`src/design/gsl_pkg.sv`:
```
// Shared types and constants for the gas sensor linearizer.
// No dependencies; every other design file imports this package.
`default_nettype none

package gsl_pkg;

	// Number of sensor channels with their own calibration state.
	localparam int NUM_SENSORS = 8;

	// Fixed-point constants of the conversion.
	localparam logic [23:0] GAIN_MAX   = 24'hFFFFFF;
	localparam logic [23:0] GAIN_RESET = 24'd4096;
	localparam logic [23:0] FULL_Q12   = 24'd16773120;
	localparam logic [23:0] GAIN_NUM   = 24'd16773120;
	localparam logic [13:0] R_SCALE    = 14'd10000;
	localparam logic [14:0] R_CAP      = 15'd25200;
	localparam logic [23:0] POW5_10    = 24'd9765625;
	localparam logic [13:0] PPM_LOW    = 14'd2;
	localparam logic [13:0] PPM_HIGH   = 14'd16000;
	localparam logic [28:0] F_ONE      = 29'd1048576;

	// Iterative divider: quotient bits produced, one per cycle.
	localparam int DIV_STEPS = 24;
	localparam int DIV_CNT_W = $clog2(DIV_STEPS + 1);

	// Configuration register indexes.
	typedef enum logic [1:0] {
		REG_TEMP_COEFF  = 2'd0,
		REG_REF_TEMP    = 2'd1,
		REG_CAL_SAMPLES = 2'd2
	} gsl_reg_t;

	typedef struct packed {
		logic [15:0] temp_coeff;
		logic [11:0] ref_temp;
		logic [6:0]  cal_samples;
	} gsl_cfg_t;

	typedef struct packed {
		logic        command;
		logic [2:0]  sensor;
		logic [11:0] sample;
		logic [11:0] temperature;
	} gsl_in_t;

	typedef struct packed {
		logic [23:0] ppm;
		logic [2:0]  sensor_out;
		logic        cal_done;
		logic        saturated;
	} gsl_out_t;

	// Divider status seen by the sequencer.
	typedef struct packed {
		logic        busy;
		logic        ovf;
		logic [23:0] quot;
	} gsl_div_stat_t;

endpackage

`default_nettype wire

```
`src/design/gsl_cfg.sv`:
```
// APB-style configuration registers of the gas sensor linearizer.
// Depends on gsl_pkg for the register indexes and the configuration struct.
`default_nettype none

module gsl_cfg import gsl_pkg::*; (
	input  wire logic        clk,
	input  wire logic        arst_n,
	input  wire logic        psel,
	input  wire logic        penable,
	input  wire logic        pwrite,
	input  wire logic [3:0]  paddr,
	input  wire logic [31:0] pwdata,
	output logic      [31:0] prdata,
	output logic             pready,
	output gsl_cfg_t         cfg
);

	gsl_cfg_t cfg_q;
	logic     wr_en;
	gsl_reg_t idx;

	assign pready = 1'b1;
	assign wr_en  = psel && penable && pwrite;
	assign idx    = gsl_reg_t'(paddr[3:2]);
	assign cfg    = cfg_q;

	// Register writes in the access phase.
	always_ff @(posedge clk or negedge arst_n) begin
		if (!arst_n) begin
			cfg_q.temp_coeff  <= 16'd1311;
			cfg_q.ref_temp    <= 12'd400;
			cfg_q.cal_samples <= 7'd100;
		end else if (wr_en) begin
			case (idx)
				REG_TEMP_COEFF:  cfg_q.temp_coeff  <= pwdata[15:0];
				REG_REF_TEMP:    cfg_q.ref_temp    <= pwdata[11:0];
				REG_CAL_SAMPLES: cfg_q.cal_samples <= pwdata[6:0];
				default: ;
			endcase
		end
	end

	// Read-back of the register values.
	always_comb begin
		case (idx)
			REG_TEMP_COEFF:  prdata = {16'd0, cfg_q.temp_coeff};
			REG_REF_TEMP:    prdata = {20'd0, cfg_q.ref_temp};
			REG_CAL_SAMPLES: prdata = {25'd0, cfg_q.cal_samples};
			default:         prdata = 32'd0;
		endcase
	end

endmodule

`default_nettype wire

```
`src/design/gsl_mul.sv`:
```
// Shared 32 by 32 bit multiplier with a registered product.
// Depends on gsl_pkg only by convention; no package items used beyond import.
`default_nettype none

module gsl_mul import gsl_pkg::*; (
	input  wire logic        clk,
	input  wire logic [31:0] a,
	input  wire logic [31:0] b,
	output logic      [63:0] p
);

	logic [63:0] p_q;

	// One product per cycle, available in the following cycle.
	always_ff @(posedge clk) begin
		p_q <= 64'(a) * 64'(b);
	end

	assign p = p_q;

endmodule

`default_nettype wire

```
`src/design/gsl_div.sv`:
```
// Restoring divider, one quotient bit per cycle, with overflow detection.
// Depends on gsl_pkg for the step count and the status struct.
`default_nettype none

module gsl_div import gsl_pkg::*; (
	input  wire logic        clk,
	input  wire logic        arst_n,
	input  wire logic        start,
	input  wire logic [47:0] num,
	input  wire logic [23:0] den,
	output gsl_div_stat_t    stat
);

	logic [DIV_CNT_W-1:0] cnt_q;
	logic [47:0]          rem_q;
	logic [47:0]          dsh_q;
	logic [23:0]          quot_q;
	logic                 ovf_q;
	logic                 ge;

	assign ge = rem_q >= dsh_q;

	// Step counter is control state and is reset.
	always_ff @(posedge clk or negedge arst_n) begin
		if (!arst_n) begin
			cnt_q <= '0;
		end else if (start) begin
			cnt_q <= DIV_CNT_W'(DIV_STEPS);
		end else if (cnt_q != '0) begin
			cnt_q <= cnt_q - 1'b1;
		end
	end

	// Datapath: compare and subtract the shifted divisor once a cycle.
	always_ff @(posedge clk) begin
		if (start) begin
			rem_q  <= num;
			dsh_q  <= {1'b0, den, 23'd0};
			quot_q <= '0;
			ovf_q  <= num >= {den, 24'd0};
		end else if (cnt_q != '0) begin
			if (ge) begin
				rem_q <= rem_q - dsh_q;
			end
			quot_q <= {quot_q[22:0], ge};
			dsh_q  <= {1'b0, dsh_q[47:1]};
		end
	end

	assign stat.busy = cnt_q != '0;
	assign stat.ovf  = ovf_q;
	assign stat.quot = quot_q;

endmodule

`default_nettype wire

```
`src/design/gas_sensor_linearizer.sv`:
```
// Gas sensor linearizer: top level with the sequencer, per-sensor state,
// the shared multiplier and divider. Depends on gsl_pkg, gsl_cfg, gsl_mul, gsl_div.
//
// Usage: one input word per sample on the item channel (valid/ready) carries
// a command, a sensor index, a 12-bit converter reading and a temperature.
// Each word produces exactly one result word on the result channel.
// A calibration word goes through the accumulate step and the output step, or,
// when it completes the gain update, also through the 24-step divider with its
// start, wait and gain write; a completed sum of zero skips the divider.
// A measurement word forms the scaled sample and the resistance division, then
// 64*r^5, then runs the 14-step fourth-root search with four multiplier passes
// and a compare per step, then the second gain pass and the compensation, and
// last loads the output register. It skips the division when the scaled sample
// is zero or at full scale, and the final multiplier pass and clipping step when
// the compensation factor is negative. Only one word is worked on at a time:
// item_ready is high only while the sequencer is idle, so the next word is
// taken once the sequencer has returned to idle after loading the result.
// The result sits in an output register; the next word is accepted while a
// finished result still waits, and the sequencer only holds at its last step
// if the previous result has not been taken by then.
// Reset clears the gains to 1.0, the calibration sums and counts to zero and
// loads the default configuration. The user writes APB only while idle; unchecked.
`default_nettype none

module gas_sensor_linearizer import gsl_pkg::*; (
	input  wire logic        clk,
	input  wire logic        arst_n,
	input  wire logic        item_valid,
	output logic             item_ready,
	input  wire gsl_in_t     item,
	output logic             result_valid,
	input  wire logic        result_ready,
	output gsl_out_t         result,
	input  wire logic        psel,
	input  wire logic        penable,
	input  wire logic        pwrite,
	input  wire logic [3:0]  paddr,
	input  wire logic [31:0] pwdata,
	output logic      [31:0] prdata,
	output logic             pready
);

	typedef enum logic [4:0] {
		ST_IDLE, ST_C0, ST_C1, ST_DWC, ST_CG,
		ST_M0, ST_M1, ST_M2, ST_DWM, ST_M3,
		ST_P0, ST_P1, ST_P2, ST_P3, ST_P4,
		ST_S0, ST_S1, ST_S2, ST_S3, ST_S4,
		ST_Q0, ST_Q1, ST_Q2, ST_Q3, ST_Q4,
		ST_FIN
	} state_t;

	gsl_cfg_t      cfg;
	gsl_div_stat_t div_stat;
	state_t        state_q;

	logic [23:0] gain_q    [NUM_SENSORS];
	logic [18:0] cal_sum_q [NUM_SENSORS];
	logic [6:0]  cal_cnt_q [NUM_SENSORS];

	logic [2:0]  sen_q;
	logic [11:0] smp_q;
	logic [11:0] temp_q;
	logic [23:0] den_q;
	logic [14:0] r_q;
	logic [59:0] r4_q;
	logic [55:0] lo_q;
	logic [79:0] t_q;
	logic [23:0] m2hi_q;
	logic [13:0] y_q;
	logic [3:0]  bit_q;
	logic [25:0] p_q;
	logic [27:0] uf_q;
	logic [33:0] hi_q;
	logic [23:0] res_ppm_q;
	logic        res_done_q;
	logic        res_sat_q;
	logic        result_valid_q;
	gsl_out_t    result_q;

	logic [31:0] mul_a;
	logic [31:0] mul_b;
	logic [63:0] prod;
	logic        div_start;
	logic [47:0] div_num;

	logic [23:0] gain_rd;
	logic [18:0] new_sum;
	logic [6:0]  new_cnt;
	logic [35:0] x_val;
	logic [13:0] cand;
	logic [13:0] y_clamp;
	logic [12:0] d_val;
	logic [11:0] d_abs;
	logic [15:0] c_abs;
	logic        f_neg;
	logic [28:0] f_val;
	logic [80:0] cand_full;
	logic [74:0] t_sum;
	logic [34:0] v_val;

	gsl_cfg u_cfg (
		.clk    (clk),
		.arst_n (arst_n),
		.psel   (psel),
		.penable(penable),
		.pwrite (pwrite),
		.paddr  (paddr),
		.pwdata (pwdata),
		.prdata (prdata),
		.pready (pready),
		.cfg    (cfg)
	);

	gsl_mul u_mul (
		.clk(clk),
		.a  (mul_a),
		.b  (mul_b),
		.p  (prod)
	);

	gsl_div u_div (
		.clk   (clk),
		.arst_n(arst_n),
		.start (div_start),
		.num   (div_num),
		.den   (den_q),
		.stat  (div_stat)
	);

	// Per-sensor reads and the small helper values of each step.
	assign gain_rd   = gain_q[sen_q];
	assign new_sum   = cal_sum_q[sen_q] + 19'(smp_q);
	assign new_cnt   = cal_cnt_q[sen_q] + 7'd1;
	assign x_val     = prod[35:0];
	assign cand      = y_q | (14'd1 << bit_q);
	assign cand_full = {1'b0, prod[47:0], 32'd0} + 81'(lo_q);
	assign t_sum     = {prod[42:0], 32'd0} + 75'(lo_q);
	assign v_val     = 35'(hi_q) + 35'(prod[47:20]);

	always_comb begin
		if (y_q < PPM_LOW) begin
			y_clamp = PPM_LOW;
		end else if (y_q > PPM_HIGH) begin
			y_clamp = PPM_HIGH;
		end else begin
			y_clamp = y_q;
		end
	end

	// Temperature offset and coefficient as sign and magnitude.
	always_comb begin
		d_val = {temp_q[11], temp_q} - {cfg.ref_temp[11], cfg.ref_temp};
		d_abs = d_val[12] ? 12'(~d_val + 13'd1) : d_val[11:0];
		c_abs = cfg.temp_coeff[15] ? (~cfg.temp_coeff + 16'd1) : cfg.temp_coeff;
		f_neg = d_val[12] ^ cfg.temp_coeff[15];
		f_val = f_neg ? (F_ONE - {2'b00, prod[26:0]}) : (F_ONE + {2'b00, prod[26:0]});
	end

	// Operands of the shared multiplier and divider for each step.
	always_comb begin
		mul_a     = 32'd0;
		mul_b     = 32'd0;
		div_start = 1'b0;
		div_num   = prod[47:0];
		case (state_q)
			ST_C0: begin
				mul_a = 32'(new_cnt);
				mul_b = 32'(GAIN_NUM);
			end
			ST_C1: div_start = 1'b1;
			ST_M0: begin
				mul_a = 32'(smp_q);
				mul_b = 32'(gain_rd);
			end
			ST_M1: begin
				mul_a = 32'(FULL_Q12 - x_val[23:0]);
				mul_b = 32'(R_SCALE);
			end
			ST_M2: div_start = 1'b1;
			ST_P0: begin
				mul_a = 32'(r_q);
				mul_b = 32'(r_q);
			end
			ST_P1: begin
				mul_a = 32'(prod[29:0]);
				mul_b = 32'(prod[29:0]);
			end
			ST_P2: begin
				mul_a = prod[31:0];
				mul_b = 32'(r_q);
			end
			ST_P3: begin
				mul_a = 32'(r4_q[59:32]);
				mul_b = 32'(r_q);
			end
			ST_S0: begin
				mul_a = 32'(cand);
				mul_b = 32'(cand);
			end
			ST_S1: begin
				mul_a = 32'(prod[27:0]);
				mul_b = 32'(prod[27:0]);
			end
			ST_S2: begin
				mul_a = prod[31:0];
				mul_b = 32'(POW5_10);
			end
			ST_S3: begin
				mul_a = 32'(m2hi_q);
				mul_b = 32'(POW5_10);
			end
			ST_Q0: begin
				mul_a = 32'(y_clamp);
				mul_b = 32'(gain_rd);
			end
			ST_Q1: begin
				mul_a = 32'(d_abs);
				mul_b = 32'(c_abs);
			end
			ST_Q2: begin
				mul_a = 32'(p_q[25:20]);
				mul_b = 32'(f_val[27:0]);
			end
			ST_Q3: begin
				mul_a = 32'(p_q[19:0]);
				mul_b = 32'(uf_q);
			end
			default: ;
		endcase
	end

	assign item_ready   = state_q == ST_IDLE;
	assign result_valid = result_valid_q;
	assign result       = result_q;

	// Sequencer, per-sensor state and the output register.
	always_ff @(posedge clk or negedge arst_n) begin
		if (!arst_n) begin
			state_q        <= ST_IDLE;
			result_valid_q <= 1'b0;
			for (int i = 0; i < NUM_SENSORS; i++) begin
				gain_q[i]    <= GAIN_RESET;
				cal_sum_q[i] <= '0;
				cal_cnt_q[i] <= '0;
			end
		end else begin
			// The final step reloads the output register itself.
			if (result_valid_q && result_ready && state_q != ST_FIN) begin
				result_valid_q <= 1'b0;
			end
			case (state_q)
				ST_IDLE: begin
					if (item_valid) begin
						sen_q      <= item.sensor;
						smp_q      <= item.sample;
						temp_q     <= item.temperature;
						res_ppm_q  <= '0;
						res_done_q <= 1'b0;
						res_sat_q  <= 1'b0;
						if ({1'b0, item.sensor} >= 4'(NUM_SENSORS)) begin
							state_q <= ST_FIN;
						end else if (item.command) begin
							state_q <= ST_C0;
						end else begin
							state_q <= ST_M0;
						end
					end
				end
				// Calibration: accumulate, and on the last sample divide (a zero sum saturates the gain).
				ST_C0: begin
					if (new_cnt >= cfg.cal_samples) begin
						cal_sum_q[sen_q] <= '0;
						cal_cnt_q[sen_q] <= '0;
						res_done_q       <= 1'b1;
						den_q            <= 24'(new_sum);
						if (new_sum == '0) begin
							gain_q[sen_q] <= GAIN_MAX;
							state_q       <= ST_FIN;
						end else begin
							state_q <= ST_C1;
						end
					end else begin
						cal_sum_q[sen_q] <= new_sum;
						cal_cnt_q[sen_q] <= new_cnt;
						state_q          <= ST_FIN;
					end
				end
				ST_C1: state_q <= ST_DWC;
				ST_DWC: begin
					if (!div_stat.busy) begin
						state_q <= ST_CG;
					end
				end
				ST_CG: begin
					gain_q[sen_q] <= div_stat.ovf ? GAIN_MAX : div_stat.quot;
					state_q       <= ST_FIN;
				end
				// Measurement: scaled sample and load resistance.
				ST_M0: state_q <= ST_M1;
				ST_M1: begin
					den_q <= x_val[23:0];
					if (x_val == '0) begin
						r_q     <= R_CAP;
						state_q <= ST_P0;
					end else if (x_val >= 36'(FULL_Q12)) begin
						r_q     <= 15'd1;
						state_q <= ST_P0;
					end else begin
						state_q <= ST_M2;
					end
				end
				ST_M2: state_q <= ST_DWM;
				ST_DWM: begin
					if (!div_stat.busy) begin
						state_q <= ST_M3;
					end
				end
				ST_M3: begin
					if (div_stat.ovf || div_stat.quot > 24'(R_CAP)) begin
						r_q <= R_CAP;
					end else if (div_stat.quot == '0) begin
						r_q <= 15'd1;
					end else begin
						r_q <= div_stat.quot[14:0];
					end
					state_q <= ST_P0;
				end
				// Power law target: 64 * r^5.
				ST_P0: state_q <= ST_P1;
				ST_P1: state_q <= ST_P2;
				ST_P2: begin
					r4_q    <= prod[59:0];
					state_q <= ST_P3;
				end
				ST_P3: begin
					lo_q    <= 56'(prod[46:0]);
					state_q <= ST_P4;
				end
				ST_P4: begin
					t_q     <= {t_sum[73:0], 6'd0};
					y_q     <= '0;
					bit_q   <= 4'd13;
					state_q <= ST_S0;
				end
				// Fourth-root search: keep a bit while cand^4 * 5^10 fits.
				ST_S0: state_q <= ST_S1;
				ST_S1: state_q <= ST_S2;
				ST_S2: begin
					m2hi_q  <= prod[55:32];
					state_q <= ST_S3;
				end
				ST_S3: begin
					lo_q    <= prod[55:0];
					state_q <= ST_S4;
				end
				ST_S4: begin
					if (cand_full <= {1'b0, t_q}) begin
						y_q <= cand;
					end
					if (bit_q == '0) begin
						state_q <= ST_Q0;
					end else begin
						bit_q   <= bit_q - 4'd1;
						state_q <= ST_S0;
					end
				end
				// Second gain pass and temperature compensation.
				ST_Q0: state_q <= ST_Q1;
				ST_Q1: begin
					p_q     <= prod[37:12];
					state_q <= ST_Q2;
				end
				ST_Q2: begin
					uf_q <= f_val[27:0];
					if (f_val[28]) begin
						res_sat_q <= p_q != '0;
						state_q   <= ST_FIN;
					end else begin
						state_q <= ST_Q3;
					end
				end
				ST_Q3: begin
					hi_q    <= prod[33:0];
					state_q <= ST_Q4;
				end
				ST_Q4: begin
					if (v_val > 35'(GAIN_MAX)) begin
						res_ppm_q <= GAIN_MAX;
						res_sat_q <= 1'b1;
					end else begin
						res_ppm_q <= v_val[23:0];
					end
					state_q <= ST_FIN;
				end
				// Hand the word to the output register once it is free.
				ST_FIN: begin
					if (!result_valid_q || result_ready) begin
						result_q.ppm        <= res_ppm_q;
						result_q.sensor_out <= sen_q;
						result_q.cal_done   <= res_done_q;
						result_q.saturated  <= res_sat_q;
						result_valid_q      <= 1'b1;
						state_q             <= ST_IDLE;
					end
				end
				default: state_q <= ST_IDLE;
			endcase
		end
	end

	// The divider is only started when it is free.
	assert property (@(posedge clk) disable iff (!arst_n)
		div_start |-> !div_stat.busy)
		else $error("divider started while busy");

	// A calibration result never carries a concentration.
	assert property (@(posedge clk) disable iff (!arst_n)
		(result_valid && result.cal_done) |-> (result.ppm == '0 && !result.saturated))
		else $error("calibration result with non-zero ppm");

	// No new word is taken while the divider is still working.
	assert property (@(posedge clk) disable iff (!arst_n)
		item_ready |-> !div_stat.busy)
		else $error("ready while divider busy");

	// A result is loaded only from the final step of the sequencer.
	assert property (@(posedge clk) disable iff (!arst_n)
		$rose(result_valid) |-> $past(state_q == ST_FIN))
		else $error("result loaded outside final step");

endmodule

`default_nettype wire

```
`config.mk`:
```
export PLATFORM = sky130hd
export DESIGN_NAME = gas_sensor_linearizer
export DESIGN_NICKNAME = d
export VERILOG_FILES = /design/src/design/gsl_pkg.sv /design/src/design/gsl_cfg.sv /design/src/design/gsl_mul.sv /design/src/design/gsl_div.sv /design/src/design/gas_sensor_linearizer.sv
export SDC_FILE = /design/constraint.sdc
export NUM_CORES = 2
export LEC_CHECK = 0
export BUFFER_PORTS_ARGS = -buffer_cell sky130_fd_sc_hd__buf_4
export CAP_MARGIN = 5
export CORE_MARGIN = 4
export CORE_UTILIZATION = 55
export DETAILED_ROUTE_END_ITERATION = 6
export GPL_TIMING_DRIVEN = 0
export PLACE_DENSITY_LB_ADDON = 0.1
export SLEW_MARGIN = 20
export SYNTH_ARGS = -nofsm -noshare
export SYNTH_HDL_FRONTEND = slang
export SYNTH_SLANG_ARGS = --single-unit
```
`constraint.sdc`:
```
create_clock -name clk -period 11.2 [get_ports clk]
set_input_delay 2.24 -clock clk [delete_from_list [all_inputs] [get_ports clk]]
set_output_delay 2.24 -clock clk [all_outputs]
set_load 0.02 [all_outputs]
```
==> metrics.md <==
| Metric | Value |
|---|---|
| Status | completed |
| Sw Ratio | about 50% |
| Initial Util | a little under three fifths |
| Die W | between 400 and 500 microns |
| Initial antenna violation count | 32 |
| R2R depth | 32 |
| Worst r2r dst | u_mul.p[59]$_DFF_P_ |
| P_int | 11400 uW |
| Largest net degree at the start of global routing | 95 |
| GPL Wtd Cong | 1.04 |
| Global route overflow | 0 |
| Tcrit/Tclk final | 99.8% |
| CP max-delay cell | fa_1 |
| Residual DRC count | 0 |
| Share of power burned in registers | a little over a quarter |
| Crit path max fanout | 10 |
| Hold Path End | t_q[11]$_DFFE_PP_ |
| Syn Inst Count | ~9000 |
| RSZ-0062 raised after global routing | true |
| Core ar. | 153000 sq um |
| H-tree levels | 3 |
| Share of cells above drive strength 1 | between 10% and 20% |
| DR pass1 iterations | 7 |
| Clock tree root buffer cell | clkbuf_16 |
| Fillers | 12900 |
| Clock Latency Late Sink | roughly 0.84 ns |
| Clock slew at the register clock pins of the worst setup and hold paths | ~0.060 ns |
| GRT Total Usage | ~42% |
| CP max stage delay | roughly 0.60 ns |
| Combinational power share | a little under three fifths |
| Startpoint types | flip-flop |
| Reg2reg start | sen_q[2]$_DFFE_PP_ |
| Final Hold Vio Count | 0 |
| Fin Clk Skew | 0.158 ns |
| Sequential share of the synthesized area | 32.8% |
| Clk sinks | about 1000 |
| Pwr/cell area | between 200 and 250 nW/um^2 |
| Fin util | ~63% |
| PortBufs | 97 |
| Top cells by area, synth | fa_1 (20%), edfxtp_1 (17%), dfrtp_1 (13%) |
| Vias in the first global route | approximately 72000 |
| Ys async rst share | around 43% |
| Max-slew violations | 0 |
| Post-synth top flop | edfxtp_1 |
| Detail Placement HPWL | 265000 microns |
| CP Buf/Inv Count | 7 |
| Hold Slack | approximately 0.38 ns |
| Critical path capture point type | flip-flop |
| Clock Path Buffers | 3 |
| Critical path type | flip-flop to flip-flop |
| Worst hold path class | flip-flop to flip-flop |
| HP Start | lo_q[5]$_DFFE_PP_ |
| VDD IR-drop max | roughly 170 uV |
| Via-to-Cell Ratio | 6.35 |
| Leading area contributor after synthesis | fa_1 |
| Final min period | around 11 ns |
| Synthesized area per cell | between 9 and 10 sq um |
| Yosys warning count | 0 |
| Footprint of the multi-input gates | between 50000 and 60000 sq um |
| Most frequent CP cell | fa_1 |
| DIE HEIGHT | around 400 microns |
| Fin nets | about 11000 |
| IO Count | between 100 and 150 |
| FF/Latch Area | 27800 sq um |
| Detail Route Antenna Nets | 0 |
| R2R Setup Slk | approximately 0.024 ns |
| Count of cell types in the netlist | between 90 and 100 |
| Full die area | between 150000 and 200000 sq um |
| Hold path depth | 0 |
| Slew HR | approximately 3.3% |
| Number of synthesized register bits | between 1000 and 1500 |
| Pre-CTS WS | -2.41 ns |
| Worst EP required | 11.81 ns |
| Num rows | around 140 |
| Cell Area, Synth | about 85000 sq um |
| Clock share of power | a little under a fifth |
| Hold-fix buffers, CTS | 0 |
| First-pass GRT wire length | between 400000 and 500000 microns |
| CTS tree | built |
| Routed WL per cell | slightly below 30 microns |
| Maximum clock frequency | a little under 90 MHz |
| Number of enable flip-flop cells after synthesis | 482 |
| Final WS setup | between 0.02 and 0.025 ns |
| Most frequent cell after synthesis | nand2_1 |
| Share of the synthesized area in the top cell type | 19.8% |
| Worst-Margin Slew | approximately 1.4 ns |
| Worst path top cell family by delay | adder cells |
| Arrival @ worst endpoint | 11.79 ns |
| Vias | about 74000 |
| P&R area growth vs syn | 12.6% |
| Final setup fails | 0 |
| Max-cap violation count | 0 |
| Psw | around 11000 uW |
| Num CTS Buffers | between 100 and 150 |
| Leak Pwr | 0.0429 uW |
| Detailed Route WL | 344000 microns |
| Iteration-0 DRC count of the detailed router | roughly 9000 |
| Commonest cells in the synthesized netlist | nand2_1 (1416), inv_1 (1153), fa_1 (840), o21ai_0 (598), a21oi_1 (558) |
==> area by class of cell <==
type,count,area share (%)
Multi-Input combinational cell,6416,54.5
Sequential cell,1035,29.1
Inverter,1157,4.55
Clock buffer,148,3.29
Buffer,520,2.82
Tap cell,2030,2.66
Timing Repair Buffer,211,2.05
Clock inverter,67,0.961
Antenna cell,24,0.0629
==> state kept, by name, summed over array words and instances, names as in the netlist, 26 cells and up <==
register,flops
u_mul.p,60
cal_sum_q,152
hi_q,34
cal_cnt_q,56
u_cfg.cfg,35
gain_q,192
result,29
uf_q,28
r4_q,28
u_div.rem_q,48
t_q,74
lo_q,56
p_q,26
u_div.dsh_q,47
==> routing by layer <==
layer  global-route usage, %  wire length (microns)
met5                       0                     72
met4                    24.0                  23700
met3                    13.7                  46200
met2                    60.0                 142000
met1                    57.0                 132000
==> placed cells by master, fill, tap and decap left out, drive strengths merged, types with 156 or more instances in the layout <==
master	netlist	layout
inv	1154	1158
and2	242	242
a21oi	558	558
a22oi	162	162
clkbuf	458	563
ha	477	477
buf	82	315
xnor2	155	156
nand2	1416	1416
edfxtp	482	482
fa	840	840
dfrtp	425	425
nor2	540	540
o21ai	599	599
==> how the worst max path moves through the flow <==
stage                                         from             endpoint  slack [ns]  cells past startpoint
after global placement                      arst_n    t_q[25]$_DFFE_PP_       -7.23                      3
after global routing           temp_q[0]$_DFFE_PP_  u_mul.p[59]$_DFF_P_       -0.02                     40
after detailed placement    state_q[2]$_DFFE_PN0P_  u_mul.p[59]$_DFF_P_       -2.41                     37
after CTS                 u_cfg.cfg[7]$_DFFE_PN0P_  u_mul.p[59]$_DFF_P_       -0.09                     41
final                           sen_q[2]$_DFFE_PP_  u_mul.p[59]$_DFF_P_        0.02                     32
after floorplan           u_cfg.cfg[7]$_DFFE_PN0P_  u_mul.p[59]$_DFF_P_        0.97                     39
==> timing repair <==
item	CTS	global route
setup buffers	29	30
pin swaps	25	40
gates resized for setup	399	211
endpoints found under the setup margin	46	24
cloned	2	1
==> cell families after synthesis <==
family | synth area share, %
AND/OR/NAND/NOR | 14.5
AO/OA/AOI/OAI | 14.3
buffers and inverters | 7.65
adder cells (fa/ha/maj) | 26.9
flip-flops | 32.8
XOR/XNOR | 2.39
multiplexers | 1.52
other | 0.00885
==> per-stage QoR <==
step / cell area (sq um) / power [uW] / TNS (ns) / cells
3_3_place_gp: 88200 / 16700 / -1068.49 / 11300
2_1_floorplan: 85000 / 12500 / 0 / 9147
6_report: 95500 / 22200 / 0 / 11600
4_1_cts: 94600 / 21400 / -0.0924 / 11600
3_5_place_dp: 89100 / 17000 / -66.53 / 11300
5_1_grt: 95500 / 23300 / -0.0233 / 11600
==> power groups by stage <==
stage,logic [uW],registers [uW],clock network [uW]
after floorplan,7190,5320,0
after global placement,10900,5760,0
after detailed placement,11200,5770,0
after CTS,11600,5720,4120
after global routing,13200,5810,4280
final,12300,5790,4110
No activity file was read; power rests on OpenSTA's default activity.
